[src/design/psd_pkg.sv]
// Package: widths, stage word types and projection modes for the point-segment distance block.
`default_nettype none
package psd_pkg;

  localparam int COORD_BITS = 14;
  localparam int FRAC_BITS  = 16;
  localparam int OUT_BITS   = 45;

  localparam int DIFF_W = COORD_BITS + 1;
  localparam int PROD_W = 2 * DIFF_W;
  localparam int LEN_W  = 2 * DIFF_W - 1;
  localparam int DOT_W  = PROD_W + 1;
  localparam int T_W    = FRAC_BITS + 1;
  localparam int OFF_W  = T_W + DIFF_W + 1;
  localparam int MAG_W  = COORD_BITS + FRAC_BITS + 1;
  localparam int SQ_W   = 2 * MAG_W;
  localparam int SUM_W  = SQ_W + 1;
  localparam int EXT_W  = (SUM_W > OUT_BITS) ? SUM_W : OUT_BITS;

  typedef enum logic [1:0] {
    T_ZERO,
    T_ONE,
    T_DIV
  } mode_e;

  typedef struct packed {
    mode_e                   mode;
    logic [LEN_W-1:0]        rem;
    logic [LEN_W-1:0]        len2;
    logic [FRAC_BITS-1:0]    q;
    logic signed [DIFF_W-1:0] pqx;
    logic signed [DIFF_W-1:0] pqy;
    logic signed [DIFF_W-1:0] dx;
    logic signed [DIFF_W-1:0] dy;
  } div_t;

endpackage
`default_nettype wire

[src/design/psd_div_cell.sv]
// Divider cell: one restoring step, one quotient bit per word.
`default_nettype none
module psd_div_cell
  import psd_pkg::*;
(
  input  logic clk_i,
  input  logic rst_ni,
  input  logic in_valid_i,
  output logic in_ready_o,
  input  div_t in_data_i,
  output logic out_valid_o,
  input  logic out_ready_i,
  output div_t out_data_o
);

  logic           v_q;
  logic           en;
  logic [LEN_W:0] rem2;
  logic           qbit;
  div_t           data_d, data_q;

  assign en         = !v_q || out_ready_i;
  assign in_ready_o = en;

  always_comb begin
    rem2   = {in_data_i.rem, 1'b0};
    qbit   = (rem2 >= {1'b0, in_data_i.len2});
    data_d = in_data_i;
    data_d.q = FRAC_BITS'({in_data_i.q, qbit});
    if (qbit) begin
      data_d.rem = LEN_W'(rem2 - {1'b0, in_data_i.len2});
    end else begin
      data_d.rem = rem2[LEN_W-1:0];
    end
  end

  always_ff @(posedge clk_i or negedge rst_ni) begin
    if (!rst_ni) begin
      v_q <= 1'b0;
    end else if (en) begin
      v_q <= in_valid_i;
    end
  end

  always_ff @(posedge clk_i) begin
    if (en) data_q <= data_d;
  end

  assign out_valid_o = v_q;
  assign out_data_o  = data_q;

endmodule
`default_nettype wire

[config.mk]
export PLATFORM = sky130hd
export DESIGN_NAME = psd_div_cell
export DESIGN_NICKNAME = d
export VERILOG_FILES = /design/src/design/psd_pkg.sv /design/src/design/psd_div_cell.sv
export SDC_FILE = /design/constraint.sdc
export NUM_CORES = 1
export LEC_CHECK = 0
export ABC_AREA = 1
export BUFFER_PORTS_ARGS = -buffer_cell sky130_fd_sc_hd__buf_2
export CAP_MARGIN = 20
export CORE_MARGIN = 1
export CORE_UTILIZATION = 50
export CTS_BUF_LIST = sky130_fd_sc_hd__clkbuf_8
export CTS_CLUSTER_DIAMETER = 200
export DETAILED_ROUTE_END_ITERATION = 8
export PLACE_DENSITY = 0.82
export SYNTH_ARGS = -nofsm -noshare
export SYNTH_HDL_FRONTEND = slang
export SYNTH_SLANG_ARGS = --single-unit
[constraint.sdc]
create_clock -name clk_i -period 5.7 [get_ports clk_i]
set_clock_uncertainty 0.1 [all_clocks]
set_input_delay 1.14 -clock clk_i [delete_from_list [all_inputs] [get_ports clk_i]]
set_output_delay 1.14 -clock clk_i [all_outputs]
set_load 0.02 [all_outputs]
==> results.toml <==
[setup_path]
path_cells = "buf_2, inv_1, fa_1, nand2_1, nand3_2, nand2_1, nand2_1, nand2_1, nand3_2, nand3_2, nand2_1"
cp-endpoint = "out_data_o[127]"
startpoint = "in_data_i[76]"
r2r_setup_slack_ns = 3.45
cp.required_ns = 5.80
max_stage_delay_ns = 0.65
reg2reg_to = "out_data_o[98]"
reg2reg_from = "out_valid_o"
startpoint_type = "input pin"
crit_path_top_delay_cell = "nand3_2"
path_class = "in -> reg"
cp-end-kind = "register"
cp_max_fo = 30
crit_top_cell = "nand2_1"
rr_worst_depth = 2
cp_data_arrival_time_ns = 3.41

[clock_network]
cts_root_buf = "clkbuf_8"
cts.htree.levels = 4
hold_buffers = 0
clk_pin_slew_worst_paths_ns = 0.08
cts_setup_buffers = 0
cts_tree = "built"
post_cts_resized = 0
insertion_delay_ns = 0.44
cts_buffers = 17
cts_max_path_buffers = 2
cts.sinks = 137

[logic_synthesis]
ys_warn_count = 0
ys_top_cells_by_count = "nand2_1, edfxtp_1, inv_1"
synth-seq-area-share_pct = 58.4
yosysMostFrequentCell = "nand2_1"
syn_area_um2 = 7040
synth.distinct_cells = 34
avgSynthCellArea_um2 = 9.85
synth_top_area_cell = "edfxtp_1"
yosysTopAreaCellShare_pct = 58.0
ys_async_sr_fraction_pct = 0.730
syn_inst = 714
synth_edf_count = 136
ys_top_cells_by_area = "edfxtp_1, nand2_1, inv_1"
synth_nets = 884
ys_seq_elements = 137
synthFlopType = "edfxtp_1"

[timing]
rsz0062_at_grt = "false"
relSlewSlack_pct = 38.0
setup_viol = 0
fin_tns_setup_ns = 0
fin_crit_sh_pct = 58.1
fin_ws_ns = 2.39
hold_viol_final = 0
max_freq_ghz = 0.302
drv_slew = 0
period_minus_slack_ns = 3.31
worst-slew-pin-transition_ns = 0.931

[floorplan]
fp.coreArea_um2 = 13500
die_y_um = 121
io_pins = 278
dieArea_um2 = 14500
num_rows = 42
initial_utilization_pct = 52.1
die_w_um = 121

[global_route]
grtUsageTotal_pct = 27.3
grt_pass1_vias = 5406
grt_pass1_wl_um = 29100
grt.overflow.total = 0
antenna_found_initial = 4
grt_max_degree = 73

[layout]
final_area_um2 = 8990
area_growth_pct = 27.8
postLayoutCoreUtil_pct = 66.6
num-fill-cells = 1162
nets = 1174
drive_above_1_share_pct = 34.9

[drt]
wl_per_cell_um = 16.4
wl_um = 19600
ant_nets = 0
vias = 5788
drtIter0Drc = 358
route.detailed.drc = 0
first_pass_iters = 5
vias_per_cell = 4.84

[placement]
dp_hpwl_um = 15500
pre_cts_slack_ns = 1.90
io_buffers = 276
gp_congestion = 0.880
placed_area_um2 = 8580

[outcome]
status = "complete, no violations"

[power]
peakVddDrop_v = 0.000153
leakage_nw = 4.67
fin_total_pwr_mw = 2.66
powerDensity_nw_per_um2 = 296

[job]
cap_violations = 0

[worst_hold_path]
hp-class = "in -> async"
## layout make-up
| class | count | area [um^2] | area share [%] |
|---|---|---|---|
| sequential | 137 | 4110 | 45.7 |
| multi-input combinational | 436 | 2350 | 26.1 |
| timing repair buffer | 278 | 1400 | 15.5 |
| inverter | 134 | 503 | 5.59 |
| clock buffer | 17 | 234 | 2.60 |
| tap | 176 | 220 | 2.45 |
| clock inverter | 15 | 174 | 1.93 |
| antenna | 2 | 5.00 | 0.0557 |
## worst max-delay path: cells and delay by family
kind	cells	cell delay (ns)
AND/OR/NAND/NOR	8	1.54
adder cells (fa/ha/maj)	1	0.52
buffers and inverters	2	0.20
## per-stage QoR
stage               hold slack [ns]  cells
floorplan                     0.744    714
global placement              0.815   1161
detailed placement            0.816   1161
CTS                           0.336   1193
global route                  0.336   1195
finish                        0.353   1195
## layer usage
| layer | part of all wire (%) | global-route usage, % | up-vias |
|---|---|---|---|
| li1 | - | - | 2889 |
| met1 | 40 | 32.4 | 2665 |
| met2 | 51 | 47.8 | 204 |
| met3 | 7.2 | 6.98 | 26 |
| met4 | 2.1 | 9.57 | 4 |
| met5 | 0.15 | 0 | - |
## worst min-delay path by stage
stage,from,end,slack (ns),cells past startpoint
floorplan,rst_ni,out_valid_o,0.74,0
finish,rst_ni,out_valid_o,0.35,1
global placement,rst_ni,out_valid_o,0.81,1
global route,rst_ni,out_valid_o,0.34,1
detailed placement,rst_ni,out_valid_o,0.82,1
CTS,rst_ni,out_valid_o,0.34,1
## report_power, final
group          switching (mW)  internal (mW)  leakage, nW  total, mW
Sequential             0.0217           1.22         1.38       1.24
Clock                   0.393          0.435        0.213      0.828
Combinational           0.399          0.196         3.07      0.595
## layout by cell type (no fill, tap or decap), types with 2 or more instances in the layout
cell type  netlist  final
nand2_1        233    232
inv_2            2      2
clkinv_2         0      2
nor2_4           3      3
buf_2            0    276
xor2_1          12     12
clkbuf_8         0     17
nand3_1         52     52
diode_2          0      2
inv_1          131    133
buf_4            0      2
nand3b_1         5      5
and3_1           2      2
nor2_2           9      9
nor2_1          28     28
clkinv_1         1      2
nand2_2          9      9
inv_6            0      4
ha_1            29     29
nand2_4          1      2
nand4_1          8      8
a21oi_1         15     15
nand3_2         17     17
edfxtp_1       136    136
bufinv_16        0      3
## sequential cells by signal, summed over array words and instances (netlist names)
register and cells:
out_valid_o 1, out_data_o 136
## logic make-up after synthesis
group,share of synthesized area [%]
AOI/OAI and AO/OA,1.55
xor gates and xnor gates,1.62
adders and majority gates,5.44
buffers and inverters,8.32
DFF,58.4
and+or+nand+nor,24.7
(Power assumes the default switching activity.)
