$ cat src/design/psd_pkg.sv
// Package: widths, stage word types and projection modes for the point-segment distance block.
`default_nettype none
package psd_pkg;

  localparam int COORD_BITS = 14;
  localparam int FRAC_BITS  = 16;
  localparam int OUT_BITS   = 45;

  localparam int DIFF_W = COORD_BITS + 1;
  localparam int PROD_W = 2 * DIFF_W;
  localparam int LEN_W  = 2 * DIFF_W - 1;
  localparam int DOT_W  = PROD_W + 1;
  localparam int T_W    = FRAC_BITS + 1;
  localparam int OFF_W  = T_W + DIFF_W + 1;
  localparam int MAG_W  = COORD_BITS + FRAC_BITS + 1;
  localparam int SQ_W   = 2 * MAG_W;
  localparam int SUM_W  = SQ_W + 1;
  localparam int EXT_W  = (SUM_W > OUT_BITS) ? SUM_W : OUT_BITS;

  typedef enum logic [1:0] {
    T_ZERO,
    T_ONE,
    T_DIV
  } mode_e;

  typedef struct packed {
    mode_e                   mode;
    logic [LEN_W-1:0]        rem;
    logic [LEN_W-1:0]        len2;
    logic [FRAC_BITS-1:0]    q;
    logic signed [DIFF_W-1:0] pqx;
    logic signed [DIFF_W-1:0] pqy;
    logic signed [DIFF_W-1:0] dx;
    logic signed [DIFF_W-1:0] dy;
  } div_t;

endpackage
`default_nettype wire

$ cat src/design/psd_front.sv
// Front stages: coordinate differences, products, length and dot sums, mode select.
`default_nettype none
module psd_front
  import psd_pkg::*;
(
  input  logic                         clk_i,
  input  logic                         rst_ni,
  input  logic                         in_valid_i,
  output logic                         in_ready_o,
  input  logic signed [COORD_BITS-1:0] point_x_i,
  input  logic signed [COORD_BITS-1:0] point_y_i,
  input  logic signed [COORD_BITS-1:0] seg_start_x_i,
  input  logic signed [COORD_BITS-1:0] seg_start_y_i,
  input  logic signed [COORD_BITS-1:0] seg_end_x_i,
  input  logic signed [COORD_BITS-1:0] seg_end_y_i,
  output logic                         out_valid_o,
  input  logic                         out_ready_i,
  output div_t                         out_data_o
);

  logic                     v_a_q, v_b_q, v_c_q;
  logic                     en_a, en_b, en_c;
  logic signed [DIFF_W-1:0] pqx_a_q, pqy_a_q, dx_a_q, dy_a_q;
  logic signed [DIFF_W-1:0] pqx_b_q, pqy_b_q, dx_b_q, dy_b_q;
  logic signed [PROD_W-1:0] pxx_q, pyy_q, pxd_q, pyd_q;
  logic [LEN_W-1:0]         len2;
  logic signed [DOT_W-1:0]  dot;
  div_t                     data_d, data_q;

  assign en_c       = !v_c_q || out_ready_i;
  assign en_b       = !v_b_q || en_c;
  assign en_a       = !v_a_q || en_b;
  assign in_ready_o = en_a;

  always_ff @(posedge clk_i or negedge rst_ni) begin
    if (!rst_ni) begin
      v_a_q <= 1'b0;
      v_b_q <= 1'b0;
      v_c_q <= 1'b0;
    end else begin
      if (en_a) v_a_q <= in_valid_i;
      if (en_b) v_b_q <= v_a_q;
      if (en_c) v_c_q <= v_b_q;
    end
  end

  always_ff @(posedge clk_i) begin
    if (en_a) begin
      pqx_a_q <= DIFF_W'(seg_end_x_i) - DIFF_W'(seg_start_x_i);
      pqy_a_q <= DIFF_W'(seg_end_y_i) - DIFF_W'(seg_start_y_i);
      dx_a_q  <= DIFF_W'(point_x_i) - DIFF_W'(seg_start_x_i);
      dy_a_q  <= DIFF_W'(point_y_i) - DIFF_W'(seg_start_y_i);
    end
    if (en_b) begin
      pxx_q   <= pqx_a_q * pqx_a_q;
      pyy_q   <= pqy_a_q * pqy_a_q;
      pxd_q   <= pqx_a_q * dx_a_q;
      pyd_q   <= pqy_a_q * dy_a_q;
      pqx_b_q <= pqx_a_q;
      pqy_b_q <= pqy_a_q;
      dx_b_q  <= dx_a_q;
      dy_b_q  <= dy_a_q;
    end
    if (en_c) data_q <= data_d;
  end

  always_comb begin
    len2 = LEN_W'(pxx_q[PROD_W-2:0]) + LEN_W'(pyy_q[PROD_W-2:0]);
    dot  = DOT_W'(pxd_q) + DOT_W'(pyd_q);
    data_d.len2 = len2;
    data_d.rem  = dot[LEN_W-1:0];
    data_d.q    = '0;
    data_d.pqx  = pqx_b_q;
    data_d.pqy  = pqy_b_q;
    data_d.dx   = dx_b_q;
    data_d.dy   = dy_b_q;
    if (len2 == '0 || dot <= 0) begin
      data_d.mode = T_ZERO;
    end else if (dot >= $signed({1'b0, len2, 1'b0}) >>> 1) begin
      data_d.mode = T_ONE;
    end else begin
      data_d.mode = T_DIV;
    end
  end

  assign out_valid_o = v_c_q;
  assign out_data_o  = data_q;

endmodule
`default_nettype wire

$ cat config.mk
export PLATFORM = sky130hd
export DESIGN_NAME = psd_front
export DESIGN_NICKNAME = d
export VERILOG_FILES = /design/src/design/psd_pkg.sv /design/src/design/psd_front.sv
export SDC_FILE = /design/constraint.sdc
export NUM_CORES = 2
export LEC_CHECK = 0
export BUFFER_PORTS_ARGS = -buffer_cell sky130_fd_sc_hd__buf_2
export CORE_ASPECT_RATIO = 1.75
export CORE_MARGIN = 2
export CORE_UTILIZATION = 60
export DETAILED_ROUTE_END_ITERATION = 16
export PLACE_DENSITY = 0.78
export SLEW_MARGIN = 20
export SYNTH_ARGS = -nofsm -noshare
export SYNTH_HDL_FRONTEND = slang
export SYNTH_SLANG_ARGS = --single-unit
$ cat constraint.sdc
create_clock -name clk_i -period 8.9 [get_ports clk_i]
set_clock_uncertainty 0.05 [all_clocks]
set_input_delay 1.78 -clock clk_i [delete_from_list [all_inputs] [get_ports clk_i]]
set_output_delay 1.78 -clock clk_i [all_outputs]
set_load 0.1 [all_outputs]
==> qor.json <==
{
  "grt": {
    "number_of_antenna_violations_at_the_first_check_in_global_routing": 1,
    "global_route.overflow_total": 0,
    "groute.usage.overall_pct": 29.5,
    "grt_pass1_wl_um": 191000,
    "grt_start_max_net_pins": 148,
    "via_count_of_the_first_global_routing_pass": 37500
  },
  "logic_synthesis": {
    "ys_warn_count": 0,
    "synth_area_per_cell_um2": 10.1,
    "synth_top_area_cell": "sky130_fd_sc_hd__fa_1",
    "number_of_enable_flip_flop_cells_after_synthesis": 354,
    "yosysTopAreaCellShare_pct": 34.0,
    "postSynthCellCount": 4856,
    "synth_seq_cells": 357,
    "synth_cell_type_count": 96,
    "yosysSeqAreaShare_pct": 21.8,
    "synth-main-ff-cell": "sky130_fd_sc_hd__edfxtp_1",
    "synth.top_cells.by_area": "sky130_fd_sc_hd__fa_1 34%, sky130_fd_sc_hd__edfxtp_1 22%, sky130_fd_sc_hd__ha_1 12%",
    "syn_area_um2": 49200,
    "ys_async_sr_fraction_pct": 0.840
  },
  "routing": {
    "wl_um": 119000,
    "firstDrtPassIters": 7,
    "total_vias_in_the_final_route": 33900,
    "drt-initial-drc-count": 1816,
    "route.antenna.remaining_nets": 0,
    "viasPerCell": 5.55,
    "drc": 0,
    "drt-wirelength-per-cell_um": 19.4
  },
  "worst_setup_path": {
    "critPathTopFamily": "adder cells",
    "timing.critical_path.buf_inv": 5,
    "sort_of_element_at_the_start_of_the_critical_path": "register",
    "cp.arrival_ns": 7.56,
    "crit_slowest_cell": "sky130_fd_sc_hd__edfxtp_1",
    "timing.critical_path.slowest_cell_delay_ns": 0.73,
    "timing.critical_path.to_type": "register",
    "worstPathCellList": "buf_4 > and2_1 > fa_1 > inv_1 > fa_1 > inv_1 > fa_1 > fa_1 > fa_1 > inv_1 > fa_1 > inv_1 > ha_1 > a21o_1 > a21o_1 > a21o_1 > a31oi_1 > a21o_1 > a21oi_1 > a41o_1 > o41ai_1 > nor2_1 > a211oi_1",
    "critPathMostFrequentCell": "sky130_fd_sc_hd__fa_1",
    "path_max_fanout": 18,
    "worstSetupPathType": "register to register",
    "critPathRequiredTime_ns": 9.26
  },
  "outcome": {
    "run_status": "complete, no violations"
  },
  "clock_network": {
    "clock_insertion_delay_worst_skew_ns": 0.62,
    "cts.reportedPaths.clkPinSlew_ns": 0.07,
    "clock_sinks": 357,
    "cts_post_setup_buffers_inserted": 0,
    "ctsRootBufferMaster": "sky130_fd_sc_hd__clkbuf_16",
    "ctsResizeCount": 0,
    "cts_tree": "built",
    "cts_hold_buffers": 0,
    "clock_tree.buffer_depth": 3,
    "cts_buffers": 38,
    "htreeDepth": 2
  },
  "layout": {
    "layout_commonest_cell": "sky130_fd_sc_hd__inv_1",
    "mostFrequentLayoutCells": "1211 x sky130_fd_sc_hd__inv_1, 835 x sky130_fd_sc_hd__fa_1, 469 x sky130_fd_sc_hd__ha_1, 429 x sky130_fd_sc_hd__nand2_1, 354 x sky130_fd_sc_hd__edfxtp_1",
    "syn2layout_area_growth_pct": 6.96,
    "drive_gt1_share_pct": 7.39,
    "design.final.nets": 6412,
    "fill_cells": 6469
  },
  "timing": {
    "period_minus_slack_ns": 7.20,
    "worstMarginPinSlew_ns": 1.13,
    "clock.fmax_mhz": 139,
    "maxSlewViolCount": 0,
    "timing.setup.tns_ns": 0,
    "finalCritPeriodShare_pct": 81.0,
    "rsz0062_at_grt": "false",
    "hold_violations": 0,
    "max_slew_margin_pct": 24.3,
    "setup-violations-final": 0
  },
  "die": {
    "die_area_um2": 84400,
    "floorplan.die.height_um": 383,
    "core-area_um2": 81600,
    "ioPinCount": 226,
    "die_width_um": 220,
    "fp-row-count": 139,
    "initial_core_utilization_pct": 60.3
  },
  "run": {
    "number_of_max_capacitance_violations_reported": 0
  },
  "place": {
    "detailedPlacementHpwl_um": 96300,
    "gpl.final_weighted_congestion": 0.955,
    "io_buffers": 209
  },
  "min_path": {
    "timing.hold.worst.class": "register to register"
  }
}
==> per-stage QoR <==
stage	utilization (%)	std cells	area, µm²	setup slack (ns)	hold WS [ns]
final	64.5	6106	52600	1.70	0.362
after global placement	63.0	6037	51300	1.82	0.351
after detailed placement	63.0	6037	51300	1.72	0.355
after global routing	64.5	6105	52600	1.39	0.369
after floorplan	-	4871	49300	1.36	0.350
after CTS	64.5	6105	52600	1.68	0.365
==> path summary, 6_finish.rpt <==
check                           start             end  slack (ns)  cells after the start
setup / recovery           pqy_a_q[9]       pyd_q[29]        1.70                     23
min in group asynchronous      rst_ni     out_valid_o        0.93                      1
hold reg to reg            pqy_b_q[3]  out_data_o[33]        0.36                      0
setup reg to reg           pqy_a_q[9]       pyd_q[29]        1.70                     23
max in group asynchronous      rst_ni           v_a_q        7.77                      1
hold / removal             pqy_b_q[3]  out_data_o[33]        0.36                      0
==> routing by layer <==
layer | global-route usage [%] | wire (µm)
met3 | 3.58 | 5460
met2 | 55.4 | 64600
met4 | 18.2 | 8530
met5 | 0 | 0
met1 | 30.8 | 40100
==> Yosys cell counts, types with 5 or more instances <==
library cell                instances
sky130_fd_sc_hd__inv_1           1211
sky130_fd_sc_hd__fa_1             835
sky130_fd_sc_hd__ha_1             469
sky130_fd_sc_hd__nand2_1          429
sky130_fd_sc_hd__edfxtp_1         354
sky130_fd_sc_hd__and2_1           285
sky130_fd_sc_hd__nor2_1           185
sky130_fd_sc_hd__xnor2_1          152
sky130_fd_sc_hd__a21oi_1          121
sky130_fd_sc_hd__clkbuf_1         121
sky130_fd_sc_hd__o21ai_0          105
sky130_fd_sc_hd__nor3_1            62
sky130_fd_sc_hd__a21o_1            53
sky130_fd_sc_hd__xor2_1            51
sky130_fd_sc_hd__nand2b_1          31
sky130_fd_sc_hd__nor2b_1           31
sky130_fd_sc_hd__nand3_1           28
sky130_fd_sc_hd__a21boi_0          23
sky130_fd_sc_hd__a31oi_1           22
sky130_fd_sc_hd__o21bai_1          22
sky130_fd_sc_hd__o21a_1            21
sky130_fd_sc_hd__a211oi_1          20
sky130_fd_sc_hd__buf_4             18
sky130_fd_sc_hd__and3_1            17
sky130_fd_sc_hd__nand4_1           12
sky130_fd_sc_hd__or3_1             12
sky130_fd_sc_hd__o211ai_1           9
sky130_fd_sc_hd__nand3b_1           8
sky130_fd_sc_hd__o311ai_0           8
sky130_fd_sc_hd__nor4_1             6
sky130_fd_sc_hd__o22ai_1            6
sky130_fd_sc_hd__or2_2              6
sky130_fd_sc_hd__a2111oi_0          5
sky130_fd_sc_hd__a2bb2oi_1          5
==> cells by family after synthesis <==
kind of cell             Yosys count  share of synthesized area (%)
XOR/XNOR                         203                           3.61
flip-flops                       357                           21.8
AO/OA/AOI/OAI                    478                           6.54
buffers and inverters           1354                           10.5
multiplexers                       6                          0.130
other                              1                        0.00762
AND/OR/NAND/NOR                 1153                           11.6
adder cells (fa/ha/maj)         1304                           45.9
==> area by class of cell <==
type	instances	area (µm²)	area share (%)
clock inverter	26	315	0.599
multi-input combinational	3160	33400	63.4
inverter	1211	4550	8.64
timing repair buffer	252	1380	2.62
tap	1057	1320	2.51
clock buffer	42	966	1.84
antenna	1	2.50	0.00475
sequential	357	10700	20.3
==> sequential cells by signal (all words and copies together) (netlist names) <==
signal / cells
out_data_o: 120
pxd_q: 30
pyd_q: 30
pxx_q: 27
pyy_q: 27
dx_a_q: 15
dx_b_q: 15
dy_a_q: 15
dy_b_q: 15
pqx_a_q: 15
pqx_b_q: 15
pqy_a_q: 15
pqy_b_q: 15
out_valid_o: 1
v_a_q: 1
v_b_q: 1
Power is left out: the tool's default activity adds up to more than one toggle a clock period on the data nets, which glitch-free logic cannot reach.
